**src/hdl/cwb_pkg.sv**
```systemverilog
// shared constants, register codes and controller/datapath interface types
`timescale 1ns / 1ps

package cwb_pkg;

  localparam int MAX_HALF_WINDOW  = 32;
  localparam int SAMPLE_FRAC_BITS = 16;

  localparam int SAMPLE_W = SAMPLE_FRAC_BITS + 1;
  localparam int TDATA_W  = ((SAMPLE_W + 7) / 8) * 8;
  localparam int HALF_W   = 6;

  localparam logic [SAMPLE_W-1:0] ONE_Q = SAMPLE_W'(1) << SAMPLE_FRAC_BITS;
  localparam logic [SAMPLE_W-1:0] SAMPLE_MAX = {SAMPLE_W{1'b1}};

  // delay line storage: circular buffer, only the newest 2h+1 entries are read
  localparam int DL_DEPTH = 2 * MAX_HALF_WINDOW + 2;
  localparam int DL_AW    = $clog2(DL_DEPTH);
  localparam int RAM_DEPTH = 1 << DL_AW;

  localparam int SEEN_W = 16;
  localparam logic [SEEN_W-1:0] SEEN_MAX = {SEEN_W{1'b1}};

  localparam longint SUM_MAX = longint'(2 * MAX_HALF_WINDOW + 1) *
                               ((longint'(1) << SAMPLE_W) - 1);
  localparam int SUM_W     = $clog2(SUM_MAX + 1);
  localparam int NUM_W     = SUM_W + 1;
  localparam int DEN_W     = $clog2(4 * MAX_HALF_WINDOW + 1);
  localparam int DIV_CNT_W = $clog2(NUM_W + 1);

  // configuration register indexes
  localparam int CFG_IDX_W = 1;
  localparam int CFG_DATA_W = HALF_W;
  localparam logic [CFG_IDX_W-1:0] REG_HALF_WINDOW = 1'b0;
  localparam logic [CFG_IDX_W-1:0] REG_BIN_MODE    = 1'b1;

  localparam logic MODE_BOXCAR    = 1'b0;
  localparam logic MODE_TRAPEZOID = 1'b1;

  typedef struct packed {
    logic             load_in;
    logic             load_pad;
    logic             rd_en;
    logic [DL_AW-1:0] rd_idx;
    logic             sum_load_s;
    logic             sum_add;
    logic             sum_run;
    logic             f2h_load;
    logic             div_start;
    logic             commit;
    logic             out_load;
    logic             out_last;
    logic             end_series;
  } cwb_cmd_t;

  typedef struct packed {
    logic [HALF_W-1:0] h;
    logic              sum_fresh;
    logic              due;
    logic              div_done;
    logic              out_free;
  } cwb_sts_t;

endpackage

```
**src/hdl/cwb_ram.sv**
```systemverilog
// generic single-port-write, registered-read ram
`timescale 1ns / 1ps

module cwb_ram #(
  parameter int WIDTH = 8,
  parameter int DEPTH = 16
) (
  input  logic                     clk,
  input  logic                     we,
  input  logic [$clog2(DEPTH)-1:0] waddr,
  input  logic [WIDTH-1:0]         wdata,
  input  logic                     re,
  input  logic [$clog2(DEPTH)-1:0] raddr,
  output logic [WIDTH-1:0]         rdata
);

  logic [WIDTH-1:0] mem [DEPTH];

  always_ff @(posedge clk) begin
    if (we) begin
      mem[waddr] <= wdata;
    end
    if (re) begin
      rdata <= mem[raddr];
    end
  end

endmodule

```
**src/hdl/cwb_datapath.sv**
```systemverilog
// datapath: config regs, delay line ram, window sum, serial divider, output register
`timescale 1ns / 1ps

module cwb_datapath (
  input  logic                                clk,
  input  logic                                rst,
  input  logic                                cfg_we,
  input  logic [cwb_pkg::CFG_IDX_W-1:0]       cfg_index,
  input  logic [cwb_pkg::CFG_DATA_W-1:0]      cfg_data,
  input  logic [cwb_pkg::SAMPLE_W-1:0]        in_sample,
  input  cwb_pkg::cwb_cmd_t                   cmd,
  output cwb_pkg::cwb_sts_t                   sts,
  output logic                                m_tvalid,
  input  logic                                m_tready,
  output logic [cwb_pkg::SAMPLE_W-1:0]        out_flux,
  output logic                                m_tlast
);
  import cwb_pkg::*;

  logic [HALF_W-1:0]   half_window;
  logic                bin_mode;
  logic [HALF_W-1:0]   h_eff;
  logic [DL_AW-1:0]    wp;
  logic [SEEN_W-1:0]   seen;
  logic                sum_ok;
  logic [HALF_W-1:0]   sum_h;
  logic [SAMPLE_W-1:0] s_cur;
  logic [SUM_W-1:0]    wsum;
  logic [SAMPLE_W-1:0] f2h;
  logic                rd_valid;
  logic [SAMPLE_W-1:0] ram_q;
  logic [SAMPLE_W-1:0] rd_data;
  logic [DL_AW-1:0]    raddr;

  logic                 div_busy;
  logic [DIV_CNT_W-1:0] div_cnt;
  logic [NUM_W-1:0]     div_q;
  logic [DEN_W-1:0]     div_rem;
  logic [DEN_W-1:0]     div_den;
  logic [NUM_W-1:0]     num;
  logic [DEN_W-1:0]     den;
  logic [DEN_W:0]       trial;
  logic                 trial_ge;
  logic [SAMPLE_W-1:0]  q_sat;

  // out-of-range half window is clamped
  always_comb begin
    if (half_window == '0) begin
      h_eff = HALF_W'(1);
    end else if (half_window > HALF_W'(MAX_HALF_WINDOW)) begin
      h_eff = HALF_W'(MAX_HALF_WINDOW);
    end else begin
      h_eff = half_window;
    end
  end

  // pre-push index j sits j+1 slots behind the write pointer
  assign raddr   = wp - DL_AW'(1) - cmd.rd_idx;
  assign rd_data = rd_valid ? ram_q : ONE_Q;

  cwb_ram #(
    .WIDTH (SAMPLE_W),
    .DEPTH (RAM_DEPTH)
  ) u_line (
    .clk   (clk),
    .we    (cmd.commit),
    .waddr (wp),
    .wdata (s_cur),
    .re    (cmd.rd_en),
    .raddr (raddr),
    .rdata (ram_q)
  );

  // numerator and divisor of the rounded average
  always_comb begin
    if (bin_mode == MODE_TRAPEZOID) begin
      num = {wsum, 1'b0} - NUM_W'(s_cur) - NUM_W'(f2h) + NUM_W'({h_eff, 1'b0});
      den = DEN_W'({h_eff, 2'b00});
    end else begin
      num = NUM_W'(wsum) + NUM_W'(h_eff);
      den = DEN_W'({h_eff, 1'b1});
    end
  end

  assign trial    = {div_rem, div_q[NUM_W-1]};
  assign trial_ge = trial >= {1'b0, div_den};
  assign q_sat    = (div_q[NUM_W-1:SAMPLE_W] != '0) ? SAMPLE_MAX : div_q[SAMPLE_W-1:0];

  always_ff @(posedge clk) begin
    if (rst) begin
      half_window <= HALF_W'(1);
      bin_mode    <= MODE_BOXCAR;
      wp          <= '0;
      seen        <= '0;
      sum_ok      <= 1'b0;
      div_busy    <= 1'b0;
      div_cnt     <= '0;
      m_tvalid    <= 1'b0;
    end else begin
      if (cfg_we) begin
        unique case (cfg_index)
          REG_HALF_WINDOW: half_window <= cfg_data;
          REG_BIN_MODE:    bin_mode    <= cfg_data[0];
          default:         ;
        endcase
      end
      if (cmd.commit) begin
        wp <= wp + DL_AW'(1);
      end
      if (cmd.end_series) begin
        seen   <= '0;
        sum_ok <= 1'b0;
      end else if (cmd.commit) begin
        if (seen != SEEN_MAX) begin
          seen <= seen + SEEN_W'(1);
        end
        sum_ok <= 1'b1;
      end
      if (cmd.div_start) begin
        div_busy <= 1'b1;
        div_cnt  <= DIV_CNT_W'(NUM_W);
      end else if (div_busy) begin
        div_cnt <= div_cnt - DIV_CNT_W'(1);
        if (div_cnt == DIV_CNT_W'(1)) begin
          div_busy <= 1'b0;
        end
      end
      if (cmd.out_load) begin
        m_tvalid <= 1'b1;
      end else if (m_tready) begin
        m_tvalid <= 1'b0;
      end
    end
  end

  always_ff @(posedge clk) begin
    if (cmd.load_in) begin
      s_cur <= in_sample;
    end else if (cmd.load_pad) begin
      s_cur <= ONE_Q;
    end
    if (cmd.rd_en) begin
      rd_valid <= SEEN_W'(cmd.rd_idx) < seen;
    end
    if (cmd.sum_load_s) begin
      wsum <= SUM_W'(s_cur);
    end else if (cmd.sum_add) begin
      wsum <= wsum + SUM_W'(rd_data);
    end else if (cmd.sum_run) begin
      wsum <= wsum + SUM_W'(s_cur) - SUM_W'(rd_data);
    end
    if (cmd.f2h_load) begin
      f2h <= rd_data;
    end
    if (cmd.commit) begin
      sum_h <= h_eff;
    end
    // restoring division, one quotient bit per cycle
    if (cmd.div_start) begin
      div_q   <= num;
      div_rem <= '0;
      div_den <= den;
    end else if (div_busy) begin
      div_q   <= {div_q[NUM_W-2:0], trial_ge};
      div_rem <= trial_ge ? DEN_W'(trial - {1'b0, div_den}) : trial[DEN_W-1:0];
    end
    if (cmd.out_load) begin
      out_flux <= q_sat;
      m_tlast  <= cmd.out_last;
    end
  end

  assign sts.h         = h_eff;
  assign sts.sum_fresh = sum_ok && (sum_h == h_eff);
  assign sts.due       = seen >= SEEN_W'(h_eff);
  assign sts.div_done  = !div_busy;
  assign sts.out_free  = !m_tvalid;

endmodule

```
**src/hdl/cwb_ctrl.sv**
```systemverilog
// controller: sequences reads, sum update, divide and result hand-off per push
`timescale 1ns / 1ps

module cwb_ctrl (
  input  logic              clk,
  input  logic              rst,
  input  logic              s_tvalid,
  output logic              s_tready,
  input  logic              s_tlast,
  input  cwb_pkg::cwb_sts_t sts,
  output cwb_pkg::cwb_cmd_t cmd
);
  import cwb_pkg::*;

  typedef enum logic [2:0] {
    IDLE, PUSH, RUN_OLD, RUN_F2H, SWEEP, START_DIV, WAIT_DIV
  } state_t;

  state_t            state, state_next;
  logic [DL_AW-1:0]  j, j_next;
  logic [HALF_W-1:0] rem, rem_next;
  logic              flushing, flushing_next;
  logic              last_q, last_q_next;
  logic [DL_AW-1:0]  idx_2h;
  logic [DL_AW-1:0]  idx_2h_m1;

  assign idx_2h    = DL_AW'({sts.h, 1'b0});
  assign idx_2h_m1 = idx_2h - DL_AW'(1);
  assign s_tready  = (state == IDLE);

  always_comb begin
    state_next    = state;
    j_next        = j;
    rem_next      = rem;
    flushing_next = flushing;
    last_q_next   = last_q;
    cmd           = '0;
    unique case (state)
      IDLE: begin
        if (s_tvalid) begin
          cmd.load_in   = 1'b1;
          last_q_next   = s_tlast;
          flushing_next = 1'b0;
          state_next    = PUSH;
        end
      end
      PUSH: begin
        cmd.rd_en = 1'b1;
        if (sts.sum_fresh) begin
          cmd.rd_idx = idx_2h;
          state_next = RUN_OLD;
        end else begin
          // window length changed or new series: rebuild the sum
          cmd.sum_load_s = 1'b1;
          cmd.rd_idx     = '0;
          j_next         = '0;
          state_next     = SWEEP;
        end
      end
      RUN_OLD: begin
        cmd.sum_run = 1'b1;
        cmd.rd_en   = 1'b1;
        cmd.rd_idx  = idx_2h_m1;
        state_next  = RUN_F2H;
      end
      RUN_F2H: begin
        cmd.f2h_load = 1'b1;
        state_next   = START_DIV;
      end
      SWEEP: begin
        cmd.sum_add = 1'b1;
        if (j == idx_2h_m1) begin
          cmd.f2h_load = 1'b1;
          state_next   = START_DIV;
        end else begin
          cmd.rd_en  = 1'b1;
          cmd.rd_idx = j + DL_AW'(1);
          j_next     = j + DL_AW'(1);
        end
      end
      START_DIV: begin
        cmd.div_start = 1'b1;
        state_next    = WAIT_DIV;
      end
      WAIT_DIV: begin
        if (sts.div_done && (!sts.due || sts.out_free)) begin
          cmd.commit   = 1'b1;
          cmd.out_load = sts.due;
          cmd.out_last = flushing && (rem == '0);
          if (flushing) begin
            if (rem == '0) begin
              cmd.end_series = 1'b1;
              state_next     = IDLE;
            end else begin
              rem_next     = rem - HALF_W'(1);
              cmd.load_pad = 1'b1;
              state_next   = PUSH;
            end
          end else if (last_q) begin
            flushing_next = 1'b1;
            rem_next      = sts.h - HALF_W'(1);
            cmd.load_pad  = 1'b1;
            state_next    = PUSH;
          end else begin
            state_next = IDLE;
          end
        end
      end
      default: state_next = IDLE;
    endcase
  end

  always_ff @(posedge clk) begin
    if (rst) begin
      state    <= IDLE;
      j        <= '0;
      rem      <= '0;
      flushing <= 1'b0;
      last_q   <= 1'b0;
    end else begin
      state    <= state_next;
      j        <= j_next;
      rem      <= rem_next;
      flushing <= flushing_next;
      last_q   <= last_q_next;
    end
  end

  // a result is only handed over into an empty output register
  a_out_free: assert property (@(posedge clk) disable iff (rst)
    cmd.out_load |-> sts.out_free)
    else $error("result loaded over a pending result");

  // the divider is busy right after a start
  a_div_busy: assert property (@(posedge clk) disable iff (rst)
    cmd.div_start |=> !sts.div_done)
    else $error("divider did not start");

  // the final flush push always yields the last result and returns to idle
  a_flush_end: assert property (@(posedge clk) disable iff (rst)
    (cmd.commit && flushing && rem == '0) |-> (cmd.out_load && cmd.out_last) ##1
    (state == IDLE))
    else $error("flush ended without last result");

endmodule

```
**src/hdl/centered_window_binning_unit.sv**
```systemverilog
// top level of the centered window binning unit
`timescale 1ns / 1ps

// Centered window binning of an unsigned Q1.16 relative-flux stream. Every
// input item pushes one sample into a 128-entry circular delay line; once
// half_window (h) samples of a series have arrived, each push yields one
// result: the boxcar average (S + h) / (2h+1) over the 2h+1 newest samples,
// or in trapezoid mode (2S - newest - oldest + 2h) / (4h), rounded to nearest
// and saturated to 17 bits. Samples outside the series count as 1.0. An item
// with tlast set also pushes h padding samples of 1.0, so the whole series
// drains, and the final result carries tlast; the line is then logically
// cleared through the fill count (no clearing pass). Each push consists of
// two delay line reads, the divider start, the bit-serial divider and the
// commit; a new item is taken only in the idle state, once the pushes of the
// previous item are all committed. The first push of a series, and
// the first one after a half_window change, rebuilds the window sum by
// reading 2h entries of the ram. A push that has a result also waits
// while the previous result still sits in the output register. An item
// without tlast costs one push, an item with tlast 1 + h pushes. A new item
// is accepted while a result is still waiting in the output register.
// half_window is clamped to 1..32; configuration is to be written by the
// user between items only, the block itself does not enforce this.
module centered_window_binning_unit (
  input  logic                               clk,
  input  logic                               rst,
  // configuration write port
  input  logic                               cfg_we,
  input  logic [cwb_pkg::CFG_IDX_W-1:0]      cfg_index,   // 0 half_window, 1 bin_mode
  input  logic [cwb_pkg::CFG_DATA_W-1:0]     cfg_data,
  // sample items
  input  logic                               s_tvalid,
  output logic                               s_tready,
  input  logic [cwb_pkg::TDATA_W-1:0]        s_tdata,     // [16:0] flux_sample
  input  logic                               s_tlast,     // last_sample
  // binned items
  output logic                               m_tvalid,
  input  logic                               m_tready,
  output logic [cwb_pkg::TDATA_W-1:0]        m_tdata,     // [16:0] binned_flux
  output logic                               m_tlast      // last_bin
);
  import cwb_pkg::*;

  cwb_cmd_t            cmd;
  cwb_sts_t            sts;
  logic [SAMPLE_W-1:0] out_flux;

  // sequencing of one push at a time
  cwb_ctrl u_ctrl (
    .clk      (clk),
    .rst      (rst),
    .s_tvalid (s_tvalid),
    .s_tready (s_tready),
    .s_tlast  (s_tlast),
    .sts      (sts),
    .cmd      (cmd)
  );

  // storage, arithmetic and result register
  cwb_datapath u_dp (
    .clk       (clk),
    .rst       (rst),
    .cfg_we    (cfg_we),
    .cfg_index (cfg_index),
    .cfg_data  (cfg_data),
    .in_sample (s_tdata[SAMPLE_W-1:0]),
    .cmd       (cmd),
    .sts       (sts),
    .m_tvalid  (m_tvalid),
    .m_tready  (m_tready),
    .out_flux  (out_flux),
    .m_tlast   (m_tlast)
  );

  // pad the result to whole bytes
  assign m_tdata = TDATA_W'(out_flux);

endmodule

```
**config.mk**
```make
export PLATFORM = sky130hd
export DESIGN_NAME = centered_window_binning_unit
export DESIGN_NICKNAME = d
export VERILOG_FILES = /design/src/hdl/cwb_pkg.sv /design/src/hdl/cwb_ram.sv /design/src/hdl/cwb_datapath.sv /design/src/hdl/cwb_ctrl.sv /design/src/hdl/centered_window_binning_unit.sv
export SDC_FILE = /design/constraint.sdc
export NUM_CORES = 2
export LEC_CHECK = 0
export BUFFER_PORTS_ARGS = -buffer_cell sky130_fd_sc_hd__buf_2
export CAP_MARGIN = 5
export CORE_ASPECT_RATIO = 0.75
export CORE_MARGIN = 2
export CORE_UTILIZATION = 57
export CTS_CLUSTER_DIAMETER = 30
export DETAILED_ROUTE_END_ITERATION = 8
export PLACE_DENSITY = 0.76
export SLEW_MARGIN = 20
export SYNTH_ARGS = -nofsm -noshare
export SYNTH_HDL_FRONTEND = slang
export SYNTH_HIERARCHICAL = 1
export SYNTH_SLANG_ARGS = --single-unit
```
**constraint.sdc**
```tcl
create_clock -name clk -period 5.67 [get_ports clk]
set_input_delay 1.4175 -clock clk [delete_from_list [all_inputs] [get_ports clk]]
set_output_delay 1.4175 -clock clk [all_outputs]
set_load 0.02 [all_outputs]
```
==> flow_metrics.py <==
metrics = {
    "run_status": {
        "status": "finished, final reports clean",
    },
    "worst_hold_path": {
        "min_from": "u_dp/sum_ok",
        "holdCritPathClass": "register to register",
        "holdPathEnd": "u_dp/sum_ok",
        "worstHoldPathCells": 2,
    },
    "cells_and_area": {
        "fin_nets": 5573,
        "mostFrequentLayoutCell": "edfxtp_1",
        "syn2layout_area_growth_pct": 17.7,
        "drive_gt1_share_pct": 32.1,
        "post-route-util_pct": 67.6,
        "stdcell_count": 7909,
        "most-common-layout-cells": "edfxtp_1 (2,302), mux4_2 (714), clkbuf_16 (356)",
        "fill_cells": 10032,
    },
    "synth": {
        "synthArstFlopShare_pct": 0,
        "synth-compound-area-share_pct": 2.55,
        "synth_xor_area_share_pct": 1.04,
        "ys_warn_count": 6,
        "synth_cells": 4875,
        "synth_area_sq_mm": 0.0979,
        "synth_fa_ha_area_share_pct": 2.37,
        "avgSynthCellArea_sq_um": 20.1,
        "ys_ff_latch": 2373,
        "ys_types": 79,
        "ys_seq_area_share_pct": 72.1,
        "muxShareOfSynthArea_pct": 16.9,
        "synth_edf_count": 2302,
        "synth_top_flop_cell": "edfxtp_1",
        "synth-simple-area-share_pct": 3.28,
        "synth_top_family_by_area": "multiplexers",
    },
    "global_route": {
        "antenna_found_initial": 17,
        "track_usage_pct": 30.0,
        "grt_max_degree": 112,
        "grt_pass1_wl_mm": 375,
        "grt_overflow_total": 0,
        "grt_pass1_vias": 52779,
    },
    "die": {
        "core-area_sq_mm": 0.170,
        "fp.dieW_um": 482,
        "die_area_sq_mm": 0.175,
        "core.rowCount": 131,
        "initial_core_util_pct": 57.5,
        "top_level_ports": 64,
        "fp.dieH_um": 363,
    },
    "clock_network": {
        "cts_max_level": 5,
        "path_clk_slew_ps": 60,
        "clock_latency_ps": 950,
        "cts.path.max_buffers": 4,
        "cts_tree": "built",
        "cts_root_buf": "clkbuf_16",
        "cts.sink_count": 2373,
        "numCtsBuffers": 346,
        "ctsHoldBuffers": 0,
    },
    "setup_path": {
        "r2r_end": "u_dp/u_line/rdata[8]",
        "cp_cell_sequence": "buf_4 -> nand2_1 -> clkinvlp_4 -> buf_4 -> xnor2_1 -> nand4_1 -> nor3_1 -> nor4b_2 -> buf_4 -> nand2_1 -> o221ai_2 -> inv_2 -> ha_2 -> xor2_4 -> buf_12 -> bufbuf_16 -> buf_16 -> mux4_2 -> mux4_2 -> mux4_2 -> mux2_2",
        "crit_type": "register to register",
        "crit_path_start_kind": "register",
        "crit_arrival_ps": 6240,
        "end_kind": "register",
        "slowest_delay_ps": 630,
        "cp_slowest_cell": "mux4_2",
        "cp_max_fo": 28,
        "reg2regPathDepth": 21,
        "cp_num_buf_inv": 8,
        "r2r_slack_ps": 90,
        "critPathRequiredTime_ps": 6340,
        "reg2reg_from": "u_dp/half_window[1]",
        "crit_family": "multiplexers",
    },
    "placement": {
        "place_inst": 7268,
        "hpwl_mm": 142,
        "place.gp.congestion": 0.885,
        "post-place-ws_ps": -311,
        "numPortBuffers": 49,
    },
    "power": {
        "p_per_area_mw_per_mm2": 427,
        "p_sw_share_pct": 26.3,
        "p_seq_share_pct": 41.2,
        "p_leak_nw": 39.1,
        "switchingPower_mw": 12.9,
        "p_comb_share_pct": 15.6,
        "intPower_mw": 36.2,
        "vdd.ir_drop.worst_mv": 0.361,
        "clkPwrFrac_pct": 43.2,
    },
    "sta": {
        "tightest_slew_ps": 1100,
        "final_hold_viol_count": 0,
        "layout_setup_ws_ps": 93.1,
        "slew_headroom_pct": 26.8,
        "fin_crit_ps": 5580,
        "timing.hold.ws_ps": 470,
        "period_share_pct": 98.4,
        "drv_slew": 0,
        "finClkSkew_ps": 64.2,
        "fmax_mhz": 179,
        "final.setup.tns_ps": 0,
        "setup_violations": 0,
    },
    "drt": {
        "ant_nets": 0,
        "vias": 52633,
        "firstDrtPassIters": 6,
        "drc_errors": 0,
        "wl_mm": 261,
        "via_per_inst": 6.65,
        "drt_iter0_drc": 8131,
        "wire_per_inst_um": 33.0,
    },
    "run": {
        "cap_viol_max_count": 0,
    },
}
==> per-layer routing <==
layer / share of wire [%] / vias to the layer above / GRT usage, %
met1: 37 / 27226 / 43.5
li1: - / 21098 / -
met5: 0.016 / - / 0
met4: 3.2 / 6 / 9.75
met3: 13 / 533 / 8.17
met2: 47 / 3770 / 44.9
==> worst max-delay path by stage <==
stage                             start               endpoint  slack [ps]  cells past startpoint
global route        u_dp/half_window[1]   u_dp/u_line/rdata[8]         -60                     20
floorplan           u_dp/half_window[5]   u_dp/u_line/rdata[0]          30                     21
detailed placement  u_dp/half_window[1]   u_dp/u_line/rdata[2]        -310                     18
global placement    u_dp/half_window[1]   u_dp/u_line/rdata[2]        -180                     18
finish              u_dp/half_window[1]   u_dp/u_line/rdata[8]          90                     21
CTS                 u_dp/half_window[4]  u_dp/u_line/rdata[12]           8                     20
==> layout make-up <==
cell class | count | area [sq um] | share of cell area (%)
diodes | 5 | 12.5 | 0.0109
clock buffers | 389 | 8970 | 7.79
clock inverters | 226 | 2440 | 2.12
inverters | 173 | 653 | 0.567
multi-input cells | 2089 | 26000 | 22.6
flip-flops and latches | 2373 | 70500 | 61.3
well taps | 2261 | 2830 | 2.46
repair buffers | 393 | 3690 | 3.21
==> cells in the mapped netlist, drive strengths merged, types with 25 or more instances <==
| cell | count | area (sq um) |
|---|---|---|
| edfxtp | 2302 | 69100 |
| mux4 | 714 | 16100 |
| nor2 | 256 | 961 |
| inv | 172 | 646 |
| clkbuf | 160 | 601 |
| ha | 118 | 1480 |
| a21oi | 108 | 541 |
| nand2 | 106 | 398 |
| buf | 86 | 480 |
| o21ai | 79 | 395 |
| xnor2 | 76 | 666 |
| dfxtp | 71 | 1420 |
| nand3 | 52 | 260 |
| and2 | 48 | 300 |
| nor3 | 48 | 252 |
| fa | 42 | 841 |
| xor2 | 40 | 350 |
| a21o | 37 | 278 |
| a211oi | 26 | 200 |
| nor2b | 25 | 156 |
==> repair_timing <==
| action | in CTS | in global routing |
|---|---|---|
| cloned | 2 | 4 |
| resized for setup | 18 | 15 |
| endpoints found under the setup margin | 17 | 17 |
| buffers inserted | 8 | 6 |
| endpoints found under the hold margin | 0 | 0 |
| pin swaps | 3 | 9 |
==> power by group through the flow <==
stage          sequential (mW)  combinational (mW)  clock [mW]
2_1_floorplan             20.9                5.07           0
3_3_place_gp              20.6                7.13           0
3_5_place_dp              20.6                7.33           0
4_1_cts                   20.2                7.50        21.4
5_1_grt                   20.3                8.34        22.1
6_report                  20.2                7.65        21.2
==> worst min-delay path, stage by stage, from the launching register on <==
cell     delay, ps
dfxtp_1        320
nor2_1          40
nor2_1          70
==> state kept, by name, summed over array words and instances (netlist names), 3 cells and up <==
register / flops
u_dp/sum_h: 6
u_dp/f2h: 17
u_dp/u_line/mem: 2176
u_dp/wsum: 24
u_dp/div_cnt: 5
u_dp/s_cur: 17
u_dp/div_den: 8
u_dp/u_line/rdata: 17
u_dp/seen: 16
u_dp/half_window: 6
u_dp/out_flux: 17
u_ctrl/state: 3
u_dp/div_rem: 8
u_dp/div_q: 25
u_ctrl/j: 7
u_ctrl/rem: 6
u_dp/wp: 7
==> cells by family (layout without fill, tap and decap cells) <==
family | after synthesis | count (layout)
muxes | 759 | 759
buffers and inverters | 419 | 1181
DFF | 2373 | 2373
and+or+nand+nor | 666 | 666
adders and majority gates | 160 | 160
AOI/OAI and AO/OA | 381 | 381
xor gates and xnor gates | 116 | 116
other | 1 | 12
==> stage by stage <==
step / power [mW] / instance area, sq um
after floorplan: 26.0 / 97900
after global placement: 27.7 / 103000
after detailed placement: 27.9 / 103000
after CTS: 49.1 / 115000
after global routing: 50.7 / 115000
final: 49.1 / 115000
Note: power is estimated with default switching activity, not from simulation.
